<file path="src/fsi_pkg.sv">
package fsi_pkg;

    localparam int CAP_BITS  = 16;
    localparam int INT_BITS  = 32;
    localparam int BYTE_BITS = 8;
    localparam int CFG_BITS  = 16;

    // decimal digits of the largest magnitude, 2**(bits-1)
    function automatic int dec_digits_f(input int bits);
        logic [63:0] v;
        int          n;
        v = 64'd1 << (bits - 1);
        n = 0;
        for (int k = 0; k < 20; k++) begin
            if (v != 64'd0) begin
                n++;
                v = v / 64'd10;
            end
        end
        return n;
    endfunction

    localparam int DEC_DIGITS = dec_digits_f(INT_BITS);
    localparam int BCD_BITS   = 4 * DEC_DIGITS;
    localparam int ND_BITS    = $clog2(DEC_DIGITS + 1);
    localparam int CNT_BITS   = $clog2(INT_BITS + 1);

    localparam logic [CFG_BITS-1:0] CAP_RESET = CFG_BITS'(256);

    localparam logic [BYTE_BITS-1:0] CH_NUL     = 8'h00;
    localparam logic [BYTE_BITS-1:0] CH_PERCENT = 8'h25;
    localparam logic [BYTE_BITS-1:0] CH_I       = 8'h69;
    localparam logic [BYTE_BITS-1:0] CH_CARET   = 8'h5E;
    localparam logic [BYTE_BITS-1:0] CH_MINUS   = 8'h2D;
    localparam logic [3:0]           CH_DIGIT_HI = 4'h3;

    typedef enum logic [2:0] {
        ST_IDLE,
        ST_TERM,
        ST_CONV,
        ST_SKIP,
        ST_CHECK,
        ST_DIG
    } state_t;

    typedef struct packed {
        logic start;
        logic shift_digit;
    } conv_ctrl_t;

    typedef struct packed {
        logic       busy;
        logic [3:0] top_digit;
    } conv_stat_t;

endpackage

</file>
<file path="src/fsi_bcd_conv.sv">
module fsi_bcd_conv (
    input  logic                         aclk,
    input  logic                         aresetn,
    input  fsi_pkg::conv_ctrl_t          ctrl,
    input  logic [fsi_pkg::INT_BITS-1:0] magnitude,
    output fsi_pkg::conv_stat_t          stat
);
    import fsi_pkg::*;

    logic [INT_BITS-1:0] mag_reg, mag_next;
    logic [BCD_BITS-1:0] bcd_reg, bcd_next;
    logic [CNT_BITS-1:0] cnt_reg, cnt_next;
    logic [BCD_BITS-1:0] bcd_adj;

    // shift-add-3: bump every digit of 5 or more before the next doubling
    always_comb begin
        for (int d = 0; d < DEC_DIGITS; d++) begin
            if (bcd_reg[4*d +: 4] >= 4'd5) begin
                bcd_adj[4*d +: 4] = bcd_reg[4*d +: 4] + 4'd3;
            end else begin
                bcd_adj[4*d +: 4] = bcd_reg[4*d +: 4];
            end
        end
    end

    always_comb begin
        mag_next = mag_reg;
        bcd_next = bcd_reg;
        cnt_next = cnt_reg;
        if (ctrl.start) begin
            mag_next = magnitude;
            bcd_next = '0;
            cnt_next = CNT_BITS'(INT_BITS);
        end else if (cnt_reg != '0) begin
            bcd_next = {bcd_adj[BCD_BITS-2:0], mag_reg[INT_BITS-1]};
            mag_next = {mag_reg[INT_BITS-2:0], 1'b0};
            cnt_next = cnt_reg - CNT_BITS'(1);
        end else if (ctrl.shift_digit) begin
            bcd_next = {bcd_reg[BCD_BITS-5:0], 4'h0};
        end
    end

    always_ff @(posedge aclk) begin
        if (!aresetn) begin
            cnt_reg <= '0;
        end else begin
            cnt_reg <= cnt_next;
        end
        mag_reg <= mag_next;
        bcd_reg <= bcd_next;
    end

    assign stat.busy      = (cnt_reg != '0);
    assign stat.top_digit = bcd_reg[BCD_BITS-1 -: 4];

endmodule

</file>
<file path="src/format_string_int_substitution.sv">
// Channel  Dir  Handshake                Word
// s_       in   s_valid / s_ready        s_format_byte, s_arg_value
// m_       out  m_valid / m_ready        m_out_byte, m_last_in_run, m_string_end
// cfg_     in   cfg_valid / cfg_ready    cfg_buffer_capacity
//
// Plain bytes, '%', stray directives and terminators are handled in ST_IDLE; when the
// space runs out, the terminator follows from ST_TERM.
// A %i word runs bit-serial binary-to-BCD conversion (ST_CONV), then leading zeros are
// dropped (ST_SKIP), the fit is checked (ST_CHECK) and digits go out one per cycle while
// the output is not stalled; a terminator follows from ST_TERM when the space runs out.
// Reset is synchronous on aresetn low; capacity returns to 256. m_ready low with m_valid
// high holds the output register and the emitting states; s_ready drops with it.
module format_string_int_substitution (
    input  logic                          aclk,
    input  logic                          aresetn,
    input  logic                          s_valid,
    output logic                          s_ready,
    input  logic [fsi_pkg::BYTE_BITS-1:0] s_format_byte,
    input  logic signed [fsi_pkg::INT_BITS-1:0] s_arg_value,
    output logic                          m_valid,
    input  logic                          m_ready,
    output logic [fsi_pkg::BYTE_BITS-1:0] m_out_byte,
    output logic                          m_last_in_run,
    output logic                          m_string_end,
    input  logic                          cfg_valid,
    output logic                          cfg_ready,
    input  logic [fsi_pkg::CFG_BITS-1:0]  cfg_buffer_capacity
);
    import fsi_pkg::*;

    state_t              state_reg, state_next;
    logic [CFG_BITS-1:0] cap_reg, cap_next;
    logic [CAP_BITS-1:0] space_reg, space_next;
    logic                pct_reg, pct_next;
    logic                await_reg, await_next;
    logic                neg_reg, neg_next;
    logic [ND_BITS-1:0]  nd_reg, nd_next;

    logic                 m_valid_reg, m_valid_next;
    logic [BYTE_BITS-1:0] out_byte_reg;
    logic                 last_reg;
    logic                 end_reg;

    logic                 can_emit;
    logic                 emit_valid;
    logic [BYTE_BITS-1:0] emit_byte;
    logic                 emit_last;

    logic                 s_accept;
    logic                 cfg_accept;
    logic                 space_low;
    logic [CAP_BITS-1:0]  need;
    logic [CAP_BITS-1:0]  budget;
    logic                 no_fit;

    conv_ctrl_t           conv_ctrl;
    conv_stat_t           conv_stat;
    logic [INT_BITS-1:0]  conv_mag;

    fsi_bcd_conv u_conv (
        .aclk      (aclk),
        .aresetn   (aresetn),
        .ctrl      (conv_ctrl),
        .magnitude (conv_mag),
        .stat      (conv_stat)
    );

    assign can_emit   = !m_valid_reg || m_ready;
    assign s_ready    = (state_reg == ST_IDLE) && can_emit;
    assign cfg_ready  = (state_reg == ST_IDLE);
    assign s_accept   = s_valid && s_ready;
    assign cfg_accept = cfg_valid && cfg_ready;
    assign space_low  = (space_reg <= CAP_BITS'(1));
    assign conv_mag   = s_arg_value[INT_BITS-1] ? INT_BITS'(-s_arg_value)
                                                : INT_BITS'(s_arg_value);
    assign need       = CAP_BITS'(nd_reg) + CAP_BITS'(neg_reg);
    assign budget     = space_reg - CAP_BITS'(1);
    assign no_fit     = (budget < CAP_BITS'(2)) || (need > budget);

    always_comb begin
        state_next            = state_reg;
        cap_next              = cap_reg;
        space_next            = space_reg;
        pct_next              = pct_reg;
        await_next            = await_reg;
        neg_next              = neg_reg;
        nd_next               = nd_reg;
        emit_valid            = 1'b0;
        emit_byte             = CH_NUL;
        emit_last             = 1'b1;
        conv_ctrl.start       = 1'b0;
        conv_ctrl.shift_digit = 1'b0;

        case (state_reg)
            ST_IDLE: begin
                if (s_accept) begin
                    if (await_reg) begin
                        if (s_format_byte == CH_NUL) begin
                            space_next = CAP_BITS'(cap_reg);
                            pct_next   = 1'b0;
                            await_next = 1'b0;
                        end
                    end else if (space_low) begin
                        emit_valid = 1'b1;
                        if (s_format_byte == CH_NUL) begin
                            space_next = CAP_BITS'(cap_reg);
                            await_next = 1'b0;
                        end else begin
                            await_next = 1'b1;
                        end
                        pct_next = 1'b0;
                    end else if (s_format_byte == CH_NUL) begin
                        emit_valid = 1'b1;
                        space_next = CAP_BITS'(cap_reg);
                        pct_next   = 1'b0;
                        await_next = 1'b0;
                    end else if (pct_reg && s_format_byte == CH_I) begin
                        pct_next        = 1'b0;
                        neg_next        = s_arg_value[INT_BITS-1];
                        nd_next         = ND_BITS'(DEC_DIGITS);
                        conv_ctrl.start = 1'b1;
                        state_next      = ST_CONV;
                    end else if (!pct_reg && s_format_byte == CH_PERCENT) begin
                        pct_next = 1'b1;
                    end else begin
                        emit_valid = 1'b1;
                        emit_byte  = pct_reg ? CH_CARET : s_format_byte;
                        pct_next   = 1'b0;
                        space_next = space_reg - CAP_BITS'(1);
                        // space drops to one: terminator follows
                        if (space_reg <= CAP_BITS'(2)) begin
                            emit_last  = 1'b0;
                            state_next = ST_TERM;
                        end
                    end
                end
                if (cfg_accept) begin
                    cap_next   = cfg_buffer_capacity;
                    space_next = CAP_BITS'(cfg_buffer_capacity);
                    pct_next   = 1'b0;
                    await_next = 1'b0;
                end
            end
            ST_TERM: begin
                if (can_emit) begin
                    emit_valid = 1'b1;
                    pct_next   = 1'b0;
                    await_next = 1'b1;
                    state_next = ST_IDLE;
                end
            end
            ST_CONV: begin
                if (!conv_stat.busy) begin
                    state_next = ST_SKIP;
                end
            end
            ST_SKIP: begin
                if (conv_stat.top_digit == 4'h0 && nd_reg > ND_BITS'(1)) begin
                    conv_ctrl.shift_digit = 1'b1;
                    nd_next               = nd_reg - ND_BITS'(1);
                end else begin
                    state_next = ST_CHECK;
                end
            end
            ST_CHECK: begin
                if (no_fit) begin
                    if (can_emit) begin
                        emit_valid = 1'b1;
                        emit_byte  = CH_CARET;
                        emit_last  = 1'b0;
                        state_next = ST_TERM;
                    end
                end else if (neg_reg) begin
                    if (can_emit) begin
                        emit_valid = 1'b1;
                        emit_byte  = CH_MINUS;
                        emit_last  = 1'b0;
                        space_next = space_reg - need;
                        state_next = ST_DIG;
                    end
                end else begin
                    space_next = space_reg - need;
                    state_next = ST_DIG;
                end
            end
            ST_DIG: begin
                if (can_emit) begin
                    emit_valid = 1'b1;
                    emit_byte  = {CH_DIGIT_HI, conv_stat.top_digit};
                    if (nd_reg == ND_BITS'(1)) begin
                        emit_last  = !space_low;
                        state_next = space_low ? ST_TERM : ST_IDLE;
                    end else begin
                        emit_last             = 1'b0;
                        conv_ctrl.shift_digit = 1'b1;
                        nd_next               = nd_reg - ND_BITS'(1);
                    end
                end
            end
            default: begin
                state_next = ST_IDLE;
            end
        endcase
    end

    always_comb begin
        m_valid_next = m_valid_reg;
        if (emit_valid) begin
            m_valid_next = 1'b1;
        end else if (m_ready) begin
            m_valid_next = 1'b0;
        end
    end

    always_ff @(posedge aclk) begin
        if (!aresetn) begin
            state_reg   <= ST_IDLE;
            cap_reg     <= CAP_RESET;
            space_reg   <= CAP_BITS'(CAP_RESET);
            pct_reg     <= 1'b0;
            await_reg   <= 1'b0;
            m_valid_reg <= 1'b0;
        end else begin
            state_reg   <= state_next;
            cap_reg     <= cap_next;
            space_reg   <= space_next;
            pct_reg     <= pct_next;
            await_reg   <= await_next;
            m_valid_reg <= m_valid_next;
        end
        neg_reg <= neg_next;
        nd_reg  <= nd_next;
        if (emit_valid) begin
            out_byte_reg <= emit_byte;
            last_reg     <= emit_last;
            end_reg      <= (emit_byte == CH_NUL);
        end
    end

    assign m_valid       = m_valid_reg;
    assign m_out_byte    = out_byte_reg;
    assign m_last_in_run = last_reg;
    assign m_string_end  = end_reg;

`ifndef NO_ASSERTIONS
    a_term_is_last: assert property (@(posedge aclk) disable iff (!aresetn)
        m_valid && m_string_end |-> m_last_in_run)
        else $error("terminator word not marked last");

    a_dig_count: assert property (@(posedge aclk) disable iff (!aresetn)
        state_reg == ST_DIG |-> nd_reg != '0)
        else $error("digit state with no digits left");

    a_check_space: assert property (@(posedge aclk) disable iff (!aresetn)
        state_reg == ST_CHECK |-> space_reg >= CAP_BITS'(2))
        else $error("number check entered with space exhausted");

    a_flags: assert property (@(posedge aclk) disable iff (!aresetn)
        await_reg |-> !pct_reg)
        else $error("percent flag set while skipping to format end");

    a_conv_start: assert property (@(posedge aclk) disable iff (!aresetn)
        conv_ctrl.start |=> conv_stat.busy && state_reg == ST_CONV)
        else $error("converter did not start");
`endif

endmodule

</file>
<file path="config.mk">
export PLATFORM = sky130hd
export DESIGN_NAME = format_string_int_substitution
export DESIGN_NICKNAME = d
export VERILOG_FILES = /design/src/fsi_pkg.sv /design/src/fsi_bcd_conv.sv /design/src/format_string_int_substitution.sv
export SDC_FILE = /design/constraint.sdc
export NUM_CORES = 1
export LEC_CHECK = 0
export ABC_AREA = 1
export BUFFER_PORTS_ARGS = -buffer_cell sky130_fd_sc_hd__buf_2
export CELL_PAD_IN_SITES_DETAIL_PLACEMENT = 0
export CELL_PAD_IN_SITES_GLOBAL_PLACEMENT = 1
export CORE_ASPECT_RATIO = 1.1
export CORE_MARGIN = 4
export CORE_UTILIZATION = 44
export DETAILED_ROUTE_END_ITERATION = 6
export PLACE_DENSITY = 0.82
export SYNTH_ARGS = -nofsm -noshare
export SYNTH_HDL_FRONTEND = slang
export SYNTH_SLANG_ARGS = --single-unit
</file>
<file path="constraint.sdc">
create_clock -name aclk -period 3.22 [get_ports aclk]
set_clock_uncertainty 0.05 [all_clocks]
set_input_delay 0.161 -clock aclk [delete_from_list [all_inputs] [get_ports aclk]]
set_output_delay 0.161 -clock aclk [all_outputs]
set_load 0.005 [all_outputs]
</file>
[Yosys cells after proc, flatten, opt, wreduce, memory -nomap -nowiden]
Index checks and enable logic that the tools add are counted.
Operators by class
  bitwise logic cells: 4
  $mul: 0
  order comparisons: 15
  $add $sub $neg: 16
  shift operators: 0
  reductions and logical operators: 31
  div/mod/pow operators: 0
  equal/unequal tests: 29
  multiplexer cells: 121
Operators by type and width (number)
  $mux W16: 11
  $mux W32: 3
  $mux W40: 2
  $mux W4: 17
  $mux W8: 8
  $mux W3: 17
  $mux W1: 48
  $ge A4 B3 Y1 const B: 10
  $add A4 B2 Y4 const B: 9
  $neg A32 Y32: 1
  $pmux W16 S2: 1
  $mux W6: 5
  $pmux W8 S3: 1
  $ne A2 B2 Y1 const B: 11
  $pmux W3 S6: 1
  $gt A5 B16 Y1: 1
  $le A16 B1 Y1 const B: 1
  $le A16 B2 Y1 const B: 1
  $logic_not A8 Y1: 2
  $lt A16 B2 Y1 const B: 1
  $sub A16 B1 Y16 const B: 1
  $sub A16 B5 Y16: 1
  $reduce_and A13 Y1: 1
  $ne A6 B6 Y1 const B: 2
  34 further kinds: 60
Word-level totals
  RAM bits: 0
  latch bits: 0
  output and inout port bits: 13
  word-level logic and storage cells: 231
  memories kept: 0
  input port bits: 61
  register bits after elaboration: 131
  ROM bits: 0

[Longest topological paths before layout]
Gate-level depths: netlist of the first run.
  depth in word-level cells: 10
  mapped depth: 22
  depth with buffers taken out: 21

[Cells and area by module]
Synthesis of the first run repeated with hierarchy kept, for this count alone.
Second synthesis, totals
  cell total of the unflattened synthesis: 1444
  area total of the unflattened synthesis: 9656.8 um^2
By module, submodules not included
  format_string_int_substitution: cells an instance 792, times used 1, seq. area each 1211.2 um^2, area an instance 5032.3 um^2
  fsi_bcd_conv: cells an instance 652, times used 1, seq. area each 1881.8 um^2, area an instance 4624.4 um^2

[Least setup slack after synthesis of the first run]
No wires, ideal clock.
  kind: register to register
  from: register space_reg[0]
  to: register last_reg, in the netlist m_last_in_run (enable)
  library setup time: 0.381 ns
  path slack: 0.381 ns
  data arrival time: 2.408 ns
  cell stages (with the launch flop): 19
  required time: 2.789 ns
  path buffers: 0
  clock period less this slack: 2.839 ns
  path through: dfxtp_1 inv_1 ha_1 inv_1 nor2_1 nor2_1 ha_1 nand2_1 inv_1 nand2_1 nand2_1 nand2_1 nand2_1 nand2_1 a21oi_4 nand3_1 nand2_1 nand2_1 o211ai_1
On the way
  word-level cells in the longest chain between the ends: 5
  elaborated cells between the ends (all ways): 10
  classes of those cells: add/sub: 1; order compare: 3; mux: 5; reduce/logical: 1
Ends and longest elaborated chain
  start, declared: line format_string_int_substitution.sv:33  | logic [CAP_BITS-1:0] space_reg, space_next;
  start signal, assigned: line format_string_int_substitution.sv:219  | space_reg <= CAP_BITS'(CAP_RESET);
  start signal, assigned: line format_string_int_substitution.sv:226  | space_reg <= space_next;
  $sub A16 B1 Y16 or $le A16 B1 Y1 (tied branches): line format_string_int_substitution.sv:77, format_string_int_substitution.sv:73
  $lt A16 B2 Y1 (tied with other cells): line format_string_int_substitution.sv:78  | assign no_fit = (budget < CAP_BITS'(2)) || (need > budget);
  $logic_or A1 B1 Y1 or $mux W1 (tied branches): line format_string_int_substitution.sv:78, format_string_int_substitution.sv:97
  $mux W1, on equally long branches: line format_string_int_substitution.sv:166, format_string_int_substitution.sv:96
  $pmux W1 S3 *: line format_string_int_substitution.sv:94  | case (state_reg)
  named net emit_valid: line format_string_int_substitution.sv:45  | logic emit_valid;
  end signal, assigned: line format_string_int_substitution.sv:235  | last_reg <= emit_last;
  end, declared: line format_string_int_substitution.sv:41  | logic last_reg;
The timed path passes the listed nets; every way through them passes the cells marked *.
A chain may end at the register's enable or synchronous reset.

[Final worst setup path of the first run]
  from: register nd_reg[0]
  to: register space_reg[10]
On the way
  word-level cells in the longest chain between the ends: 6
  elaborated cells between the ends (all ways): 10
  classes of those cells: add/sub: 2; order compare: 1; eq/ne: 1; mux: 4; reduce/logical: 2
Ends and longest elaborated chain
  start, declared: line format_string_int_substitution.sv:37  | logic [ND_BITS-1:0] nd_reg, nd_next;
  start signal, assigned: line format_string_int_substitution.sv:232  | nd_reg <= nd_next;
  $add A4 B1 Y5 *: line format_string_int_substitution.sv:76  | assign need = CAP_BITS'(nd_reg) + CAP_BITS'(neg_reg);
  $sub A16 B5 Y16: line format_string_int_substitution.sv:178, format_string_int_substitution.sv:182
  $mux W16: line format_string_int_substitution.sv:174  | if (can_emit) begin
  $mux W16: line format_string_int_substitution.sv:173  | end else if (neg_reg) begin
  $mux W16: line format_string_int_substitution.sv:166  | if (no_fit) begin
  $pmux W16 S2: line format_string_int_substitution.sv:94
Mark *: on every way between the ends. The rest lies on a longest branch, timed or not. The select of a mux whose other input is x is not followed.

==> impl_metrics.yaml, run 1 <==
status:
  outcome: "complete, no violations"
clock_network:
  cts_sinks: 131
  clock_path_buffers: 2
  htree_levels: 4
  insertion_delay_ns: 0.42
  cts_tree: "yes"
  cts_made_buffers: 17
  clockRootBuffer: "clkbuf_16"
  clk_pin_slew_ns: 0.06
synth:
  yosys_most_used_dff: "dfxtp_1"
  synth_nets: 1445
  synth-compound-area-share: 0.184
  yosys_warnings: 0
  synth_area_um2: 9340
  yosys.area.top_type_share: 0.180
  synthXorXnorAreaFrac: 0.0394
  synth_area_leaders: "dfxtp_1 (18%), edfxtp_1 (15%), nand2_1 (11%)"
  synth_edf_count: 47
  synth_cell_types: 52
  ys_async_sr_fraction: 0
  synthAdderAreaFrac: 0.0571
  synthMuxAreaShare: 0.00214
  yosysTopAreaCell: "dfxtp_1"
  synthCells: 1342
  ys_seq_area_frac: 0.331
  ys_seq_elements: 131
  synth_top_family_by_area: "simple AND/OR/NAND/NOR gates"
  syn_avg_cell_area_um2: 6.96
  synth-simple-area-share: 0.281
sta:
  fin_crit_ns: 2.97
  final_max_slew_viol_count: 0
  finalHoldViolCount: 0
  post-route-period-util: 0.922
  fmax_ghz: 0.337
  max_slew_margin: 0.605
  worst_pin_slew_ns: 0.592
  setup_viol: 0
grt:
  antenna_found_initial: 1
  grt_max_degree: 40
  grt.total_usage: 0.221
  grt-ovfl-total: 0
  grt_pass1_vias: 8801
  grt_pass1_wl_mm: 43.3
drt:
  wl_mm: 26.1
  initialDrtViolationCount: 547
  firstDrtPassIters: 6
  antenna_left: 0
  viasPerCell: 5.23
  wire_per_inst_um: 15.1
  drc: 0
  vias: 9018
worst_setup_path:
  startpoint_type: "flip-flop"
  crit_start: "nd_reg[0]$_SDFFCE_PN0P_"
  path_buf_inv: 1
  crit_type: "flip-flop to flip-flop"
  cp_data_arrival_time_ns: 3.21
  r2r_cells: 14
  regToRegEndpoint: "space_reg[10]$_SDFFE_PN0P_"
  endpoint: "space_reg[10]$_SDFFE_PN0P_"
  r2r_setup_slack_ns: 0.25
  cpPeakStageDelay_ns: 0.46
  required_ns: 3.46
  critPathTopFamily: "adder cells"
  cp_common_cell: "ha_1"
  crit_cells: 14
  r2r_start: "nd_reg[0]$_SDFFCE_PN0P_"
  cp_max_fo: 5
  slowest_stage: "edfxtp_1"
  cp-end-kind: "flip-flop"
  worstPathCellList: "ha_1, ha_1, xor2_1, inv_1, ha_1, a21oi_1, o21ai_0, nand2_1, nand3_1, nor2_2, nand2_1, xor2_1, o21ai_0, a21oi_1"
final_layout:
  final_layout_size_suffix_gt1_frac: 0.130
  post-route-util: 0.516
  diodes: 0
  largest_reg_flops: 40
  layoutNonFillerInstCount: 1724
  fillers: 2144
  synthToLayoutAreaGrowth_pct: 14.4
  nNetsFinal: 1529
floorplanning:
  initial_utilization: 0.451
  fp-row-count: 55
  ios: 74
  die_x_um: 147
  chipHeight_um: 161
  dieArea_um2: 23600
  core_area_um2: 20700
place:
  io_buffers: 73
  place_hpwl_mm: 19.0
  gp_congestion: 0.909
  dpl.cell_count: 1680
min_path:
  hold_path.class: "input port to flip-flop"
power_and_ir_drop:
  p_leak_nw: 4.95
  switching_share: 0.476
  cell_internal_pwr_mw: 6.34
  power.density_nw_per_um2: 1130
  power_switching_mw: 5.76
  clkPwrFrac: 0.153
  peakVddDrop_mv: 0.598
  power_frac_seq: 0.275
  power_frac_comb: 0.572
run:
  cap_violations: 0
[tightest hold or removal path: stages]
cell	delay [ns]
buf_2	0.07
inv_1	0.06
nor2_1	0.09
[power by group through the flow]
stage / Clock (mW) / Combinational, mW / Sequential [mW]
CTS: 1.88 / 6.89 / 3.33
global placement: 0 / 6.75 / 3.34
detailed placement: 0 / 6.85 / 3.35
floorplan: 0 / 5.35 / 3.17
global route: 1.96 / 7.95 / 3.44
finish: 1.85 / 6.92 / 3.33
[cells by family (layout without fill, tap and decap cells)]
logic type / count (synthesis) / count (layout)
AND/OR/NAND/NOR: 594 / 594
AO/OA/AOI/OAI: 290 / 290
buffers and inverters: 241 / 338
flip-flops: 131 / 131
adder cells (fa/ha/maj): 42 / 42
XOR/XNOR: 42 / 42
multiplexers: 2 / 2
[cells in the mapped netlist, types with 12 or more instances]
cell type    n
nand2_2     14
a211oi_1    26
a31oi_1     19
dfxtp_1     84
inv_1      188
o21ai_1     14
clkbuf_1    16
nand3_1     63
a21oi_1     77
ha_1        41
edfxtp_1    47
buf_2       14
o211ai_1    15
nand2_1    270
nor2_4      13
nor2_1     148
nor2_2      12
o21ai_0    102
nor3_1      39
xor2_1      33
nand4_1     17
[final cells by class]
type | instances | area (µm²) | area share
flip-flops and latches | 131 | 3090 | 0.290
clock buffers | 23 | 468 | 0.0438
multi-input cells | 970 | 5270 | 0.494
well taps | 285 | 357 | 0.0334
repair buffers | 108 | 668 | 0.0625
clock inverters | 9 | 80.1 | 0.00750
inverters | 198 | 743 | 0.0696
[metrics by stage]
step / total power, mW / instance area (µm²) / worst slack (ns) / hold slack, ns / setup TNS [ns]
finish: 12.1 / 10700 / 0.251 / 0.0289 / 0
global route: 13.3 / 10700 / -0.00666 / 0.0312 / -0.0576
CTS: 12.1 / 10700 / 0.129 / 0.0222 / 0
detailed placement: 10.2 / 10000 / 0.134 / 0.375 / 0
global placement: 10.1 / 10000 / 0.209 / 0.371 / 0
floorplan: 8.52 / 9340 / 0.381 / 0.210 / 0
[routing by layer]
| metal | vias up | GRT usage | share of wire |
|---|---|---|---|
| li1 | 4628 | - | - |
| met1 | 4178 | 0.279 | 0.46 |
| met2 | 166 | 0.387 | 0.49 |
| met3 | 44 | 0.0299 | 0.031 |
| met4 | 2 | 0.0767 | 0.024 |
| met5 | - | 0 | 0.00046 |
[how the worst min path moves through the flow]
stage | startpoint | end | cells past startpoint
floorplan | s_arg_value[31] | neg_reg$_DFFE_PP_ | 0
global placement | cfg_buffer_capacity[8] | cap_reg[8]$_SDFFE_PN1P_ | 3
detailed placement | cfg_buffer_capacity[8] | cap_reg[8]$_SDFFE_PN1P_ | 3
CTS | cfg_buffer_capacity[0] | cap_reg[0]$_SDFFE_PN0P_ | 3
global route | cfg_buffer_capacity[0] | cap_reg[0]$_SDFFE_PN0P_ | 3
finish | s_arg_value[0] | u_conv.mag_reg[0]$_SDFFCE_PN0P_ | 3
[layout by cell type (no fill, tap or decap), types with 41 or more instances in the layout]
master,instances
inv_1,188
nor2_1,146
a21oi_1,77
nand2_1,270
ha_1,41
edfxtp_1,47
nand3_1,63
dfxtp_1,84
buf_2,73
o21ai_0,102
[timing repair]
action                                 CTS  global route
buffers inserted                         0             1
endpoints found under the hold margin   11             0
hold buffers                            11             0
setup endpoints to repair                0            11
gates resized for setup                  0             2
(Power assumes the default switching activity.)
==> run 2: changes to the inputs <==
--- a/config.mk
+++ b/config.mk
@@ -9,7 +9,6 @@
 export BUFFER_PORTS_ARGS = -buffer_cell sky130_fd_sc_hd__buf_2
 export CELL_PAD_IN_SITES_DETAIL_PLACEMENT = 0
 export CELL_PAD_IN_SITES_GLOBAL_PLACEMENT = 1
-export CORE_ASPECT_RATIO = 1.1
 export CORE_MARGIN = 4
 export CORE_UTILIZATION = 44
 export DETAILED_ROUTE_END_ITERATION = 6
==> impl_metrics.yaml, run 2 (synthesis gave the netlist of run 1 again) <==
status:
  outcome: "complete, no violations"
sta:
  setup_viol: 0
  max_slew_margin: 0.631
  worst_pin_slew_ns: 0.553
  finalHoldViolCount: 0
  rsz0062_at_grt: "no"
  final_max_slew_viol_count: 0
  fmax_ghz: 0.343
  tns_ns: 0
  post-route-period-util: 0.905
  fin_crit_ns: 2.92
  setup_ws_ns: 0.304
clock_network:
  clockRootBuffer: "clkbuf_16"
  clock_path_buffers: 2
  clk_pin_slew_ns: 0.06
  cts_sinks: 131
  htree_levels: 4
  insertion_delay_ns: 0.42
  cts_made_buffers: 17
  cts_tree: "yes"
grt:
  grtUsageMet2: 0.357
  grt_pass1_wl_mm: 42.2
  grt_max_degree: 34
  grt-busiest-layer: "met2"
  met3_usage: 0.0341
  grt-ovfl-total: 0
  grt_use_met1: 0.294
  antenna_found_initial: 0
  grt.total_usage: 0.214
  grt_pass1_vias: 8516
final_layout:
  nNetsFinal: 1529
  final_cell_mix: "nand2_1 (270), inv_1 (188), nor2_1 (147)"
  synthToLayoutAreaGrowth_pct: 14.9
  fillers: 2159
  layoutNonFillerInstCount: 1714
  final_common_cell: "nand2_1"
  largest_reg_flops: 40
  diodes: 0
  post-route-util: 0.512
  final_layout_size_suffix_gt1_frac: 0.131
min_path:
  hold_path.class: "input port to flip-flop"
place:
  place_ws_ns: 0.334
  place_hpwl_mm: 18.5
  gp_congestion: 0.915
  dpl.cell_count: 1671
  io_buffers: 73
floorplanning:
  initial_utilization: 0.446
  dieArea_um2: 23600
  ios: 74
  fp-row-count: 53
  die_x_um: 154
  chipHeight_um: 154
  core_area_um2: 21000
drt:
  wl_mm: 25.3
  initialDrtViolationCount: 584
  wire_per_inst_um: 14.8
  antenna_left: 0
  viasPerCell: 5.23
  drc: 0
  firstDrtPassIters: 5
  vias: 8958
worst_setup_path:
  startpoint_type: "flip-flop"
  crit_type: "flip-flop to flip-flop"
  required_ns: 3.30
  cp_data_arrival_time_ns: 3.00
  cp_max_fo: 6
  cp-end-kind: "flip-flop"
power_and_ir_drop:
  total_power_mw: 12.3
  power_switching_mw: 5.79
  switching_share: 0.470
  cell_internal_pwr_mw: 6.52
  clkPwrFrac: 0.171
  power_frac_seq: 0.271
  p_leak_nw: 4.99
  power_frac_comb: 0.558
  power.density_nw_per_um2: 1150
  peakVddDrop_mv: 0.460
run:
  cap_violations: 0
## run 2: cell count changes in the layout (fill, tap and decap cells not counted), moves of 2 or more
cell	before	now
clkinv_4	0	2
clkbuf_1	4	0
bufinv_16	1	4
inv_6	1	5
clkinvlp_4	2	0
clkinv_2	4	2
clkbuf_8	2	0
## run 2: repair_timing
action                     in CTS  in global routing
buffers inserted                0                  0
gates resized for setup         0                  0
hold endpoints to repair       11                  0
setup endpoints to repair       0                  0
hold buffers                   11                  0
## run 2: path summary, 6_finish.rpt
kind	startpoint	endpoint	slack, ns	cells after the start
min	s_arg_value[0]	u_conv.mag_reg[0]$_SDFFCE_PN0P_	0.03	3
max	space_reg[1]$_SDFFE_PN0P_	m_out_byte[7]$_DFFE_PP_	0.30	19
min reg2reg	u_conv.cnt_reg[0]$_SDFFE_PP0N_	u_conv.cnt_reg[0]$_SDFFE_PP0N_	0.41	2
max reg2reg	space_reg[1]$_SDFFE_PN0P_	m_out_byte[7]$_DFFE_PP_	0.30	19
## run 2: final cells by class
class / instances / area (µm²) / area share
clock buffers: 17 / 425 / 0.0396
clock inverters: 15 / 200 / 0.0187
inverters: 198 / 743 / 0.0692
multi-input cells: 970 / 5270 / 0.491
flip-flops and latches: 131 / 3090 / 0.288
well taps: 275 / 344 / 0.0321
repair buffers: 108 / 656 / 0.0611
## run 2: stage by stage
stage                     hold slack [ns]  cell area [µm²]
after CTS                         0.00689            10700
after floorplan                     0.210             9340
after detailed placement            0.350            10000
final                              0.0324            10700
after global placement              0.344            10000
after global routing               0.0382            10700
## run 2: layer usage
layer	vias up	routed length [µm]
li1	4632	-
met1	4094	11900
met2	206	12100
met3	26	1100
met4	0	243
met5	-	0
## run 2: critical path: stages (launching register included)
cell	delay, ns
dfxtp_1	0.31
inv_1	0.13
ha_1	0.29
inv_1	0.08
nor2_1	0.16
nor2_1	0.11
ha_1	0.31
nand2_1	0.05
inv_1	0.05
nand2_1	0.05
nand2_1	0.05
nand2_1	0.04
nand2_1	0.05
nand2_1	0.07
a21oi_4	0.21
nand3_1	0.10
nand2_1	0.11
nand2_1	0.09
o211ai_1	0.13
buf_4	0.19
## run 2: power by group through the flow
stage	registers, mW	logic [mW]	clock network, mW
after floorplan	3.17	5.35	0
after global placement	3.35	6.75	0
after detailed placement	3.35	6.81	0
after CTS	3.33	6.86	2.14
after global routing	3.43	7.86	2.22
final	3.33	6.86	2.11
==> run 3: changes to the inputs <==
--- a/config.mk
+++ b/config.mk
@@ -12,7 +12,9 @@
 export CORE_MARGIN = 4
 export CORE_UTILIZATION = 44
 export DETAILED_ROUTE_END_ITERATION = 6
+export MAX_ROUTING_LAYER = met4
 export PLACE_DENSITY = 0.82
+export REMOVE_ABC_BUFFERS = 1
 export SYNTH_ARGS = -nofsm -noshare
 export SYNTH_HDL_FRONTEND = slang
 export SYNTH_SLANG_ARGS = --single-unit
==> impl_metrics.yaml, run 3 (synthesis gave the netlist of run 1 again) <==
status:
  outcome: "complete, no violations"
sta:
  fin_crit_ns: 2.96
  rsz0062_at_grt: "no"
  final_max_slew_viol_count: 0
  fmax_ghz: 0.338
  max_slew_margin: 0.537
  post-route-period-util: 0.918
  setup_viol: 0
  worst_pin_slew_ns: 0.694
  finalHoldViolCount: 0
drt:
  wire_per_inst_um: 15.0
  wl_mm: 25.7
  vias: 9030
  viasPerCell: 5.26
  firstDrtPassIters: 5
  antenna_left: 0
  initialDrtViolationCount: 640
  drc: 0
run:
  cap_violations: 0
clock_network:
  htree_levels: 4
  cts_tree: "yes"
  postCtsSetupBuffers: 0
  clk_pin_slew_ns: 0.06
  cts_sinks: 131
  clock_path_buffers: 2
  cts_made_buffers: 17
  clockRootBuffer: "clkbuf_16"
  insertion_delay_ns: 0.42
final_layout:
  multiInputGateArea_um2: 5280
  diodes: 0
  layoutNonFillerInstCount: 1716
  final_cell_mix: "nand2_1 (270), inv_1 (188), nor2_1 (146)"
  synthToLayoutAreaGrowth_pct: 15.1
  fillers: 2166
  post-route-util: 0.513
  final_layout_size_suffix_gt1_frac: 0.135
  nNetsFinal: 1531
  largest_reg_flops: 40
  final_common_cell: "nand2_1"
  register_area_um2: 3090
worst_setup_path:
  crit_type: "flip-flop to flip-flop"
  crit_cells: 14
  critPathTopFamily: "adder cells"
  cpPeakStageDelay_ns: 0.44
  r2r_cells: 14
  startpoint_type: "flip-flop"
  cp_common_cell: "ha_1"
  cp_max_fo: 5
  required_ns: 3.48
  cp-end-kind: "flip-flop"
  cp_data_arrival_time_ns: 3.21
  path_buf_inv: 1
  worstPathCellList: "ha_1, ha_1, xor2_1, inv_1, ha_1, a21oi_1, o21ai_0, nand2_1, nand3_1, nor2_1, nand2_1, xor2_1, o21ai_0, a21oi_1"
  slowest_stage: "edfxtp_1"
power_and_ir_drop:
  power.density_nw_per_um2: 1140
  p_leak_nw: 4.98
  peakVddDrop_mv: 0.463
place:
  io_buffers: 73
  dpl.cell_count: 1674
  place_hpwl_mm: 18.5
  gp_congestion: 0.959
grt:
  grt_max_degree: 56
  antenna_found_initial: 0
  grt.total_usage: 0.221
  grt_pass1_wl_mm: 42.2
  grt-ovfl-total: 0
  grt_pass1_vias: 8608
floorplanning:
  fp-row-count: 53
  core_area_um2: 21000
  ios: 74
  dieArea_um2: 23600
  chipHeight_um: 154
  initial_utilization: 0.446
  die_x_um: 154
min_path:
  hold_path.class: "input port to flip-flop"
  holdPathStages: 3
-- run 3: tightest hold or removal path, delay by kind of cell --
family	cells	cell delay, ns
buf+inv	1	0.10
simple gates	1	0.10
compound gates	1	0.08
-- run 3: timing repair --
item	in CTS	in global routing
setup endpoints to repair	0	17
hold buffers	10	0
resized for setup	0	5
hold endpoints to repair	10	0
-- run 3: final timing paths --
check / startpoint / to / slack [ns]
min: cfg_buffer_capacity[0] / cap_reg[0]$_SDFFE_PN0P_ / 0.02
max: nd_reg[0]$_SDFFCE_PN0P_ / space_reg[10]$_SDFFE_PN0P_ / 0.26
min reg2reg: cap_reg[2]$_SDFFE_PN0P_ / cap_reg[2]$_SDFFE_PN0P_ / 0.42
max reg2reg: nd_reg[0]$_SDFFCE_PN0P_ / space_reg[10]$_SDFFE_PN0P_ / 0.26
-- run 3: power breakdown --
| part | internal (mW) | switching (mW) |
|---|---|---|
| Combinational | 2.52 | 4.40 |
| Sequential | 2.72 | 0.626 |
| Clock | 1.22 | 0.804 |
| Total | 6.46 | 5.83 |
-- run 3: area by class of cell --
type,count,area share
Clock buffer,17,0.0396
Clock inverter,15,0.0166
Inverter,198,0.0694
Multi-Input combinational cell,970,0.491
Sequential cell,131,0.288
Tap cell,275,0.0320
Timing Repair Buffer,110,0.0633
-- run 3: metal layers --
metal / vias up / GRT usage / part of all wire
met5: - / - / 0
met4: 0 / 0.0728 / 0.024
met3: 41 / 0.0349 / 0.043
met2: 202 / 0.375 / 0.49
met1: 4147 / 0.271 / 0.44
li1: 4640 / - / -
-- run 3: stage by stage --
stage	setup TNS (ns)	power, mW	cell area (µm²)	hold slack (ns)	setup slack (ns)
finish	0	12.3	10700	0.0163	0.263
global route	0	13.5	10700	0.0216	0.0151
CTS	0	12.3	10700	0.00732	0.256
detailed placement	0	10.2	10000	0.354	0.264
global placement	0	10.1	10000	0.359	0.335
floorplan	-87.74	8.25	9090	0.195	-1.88
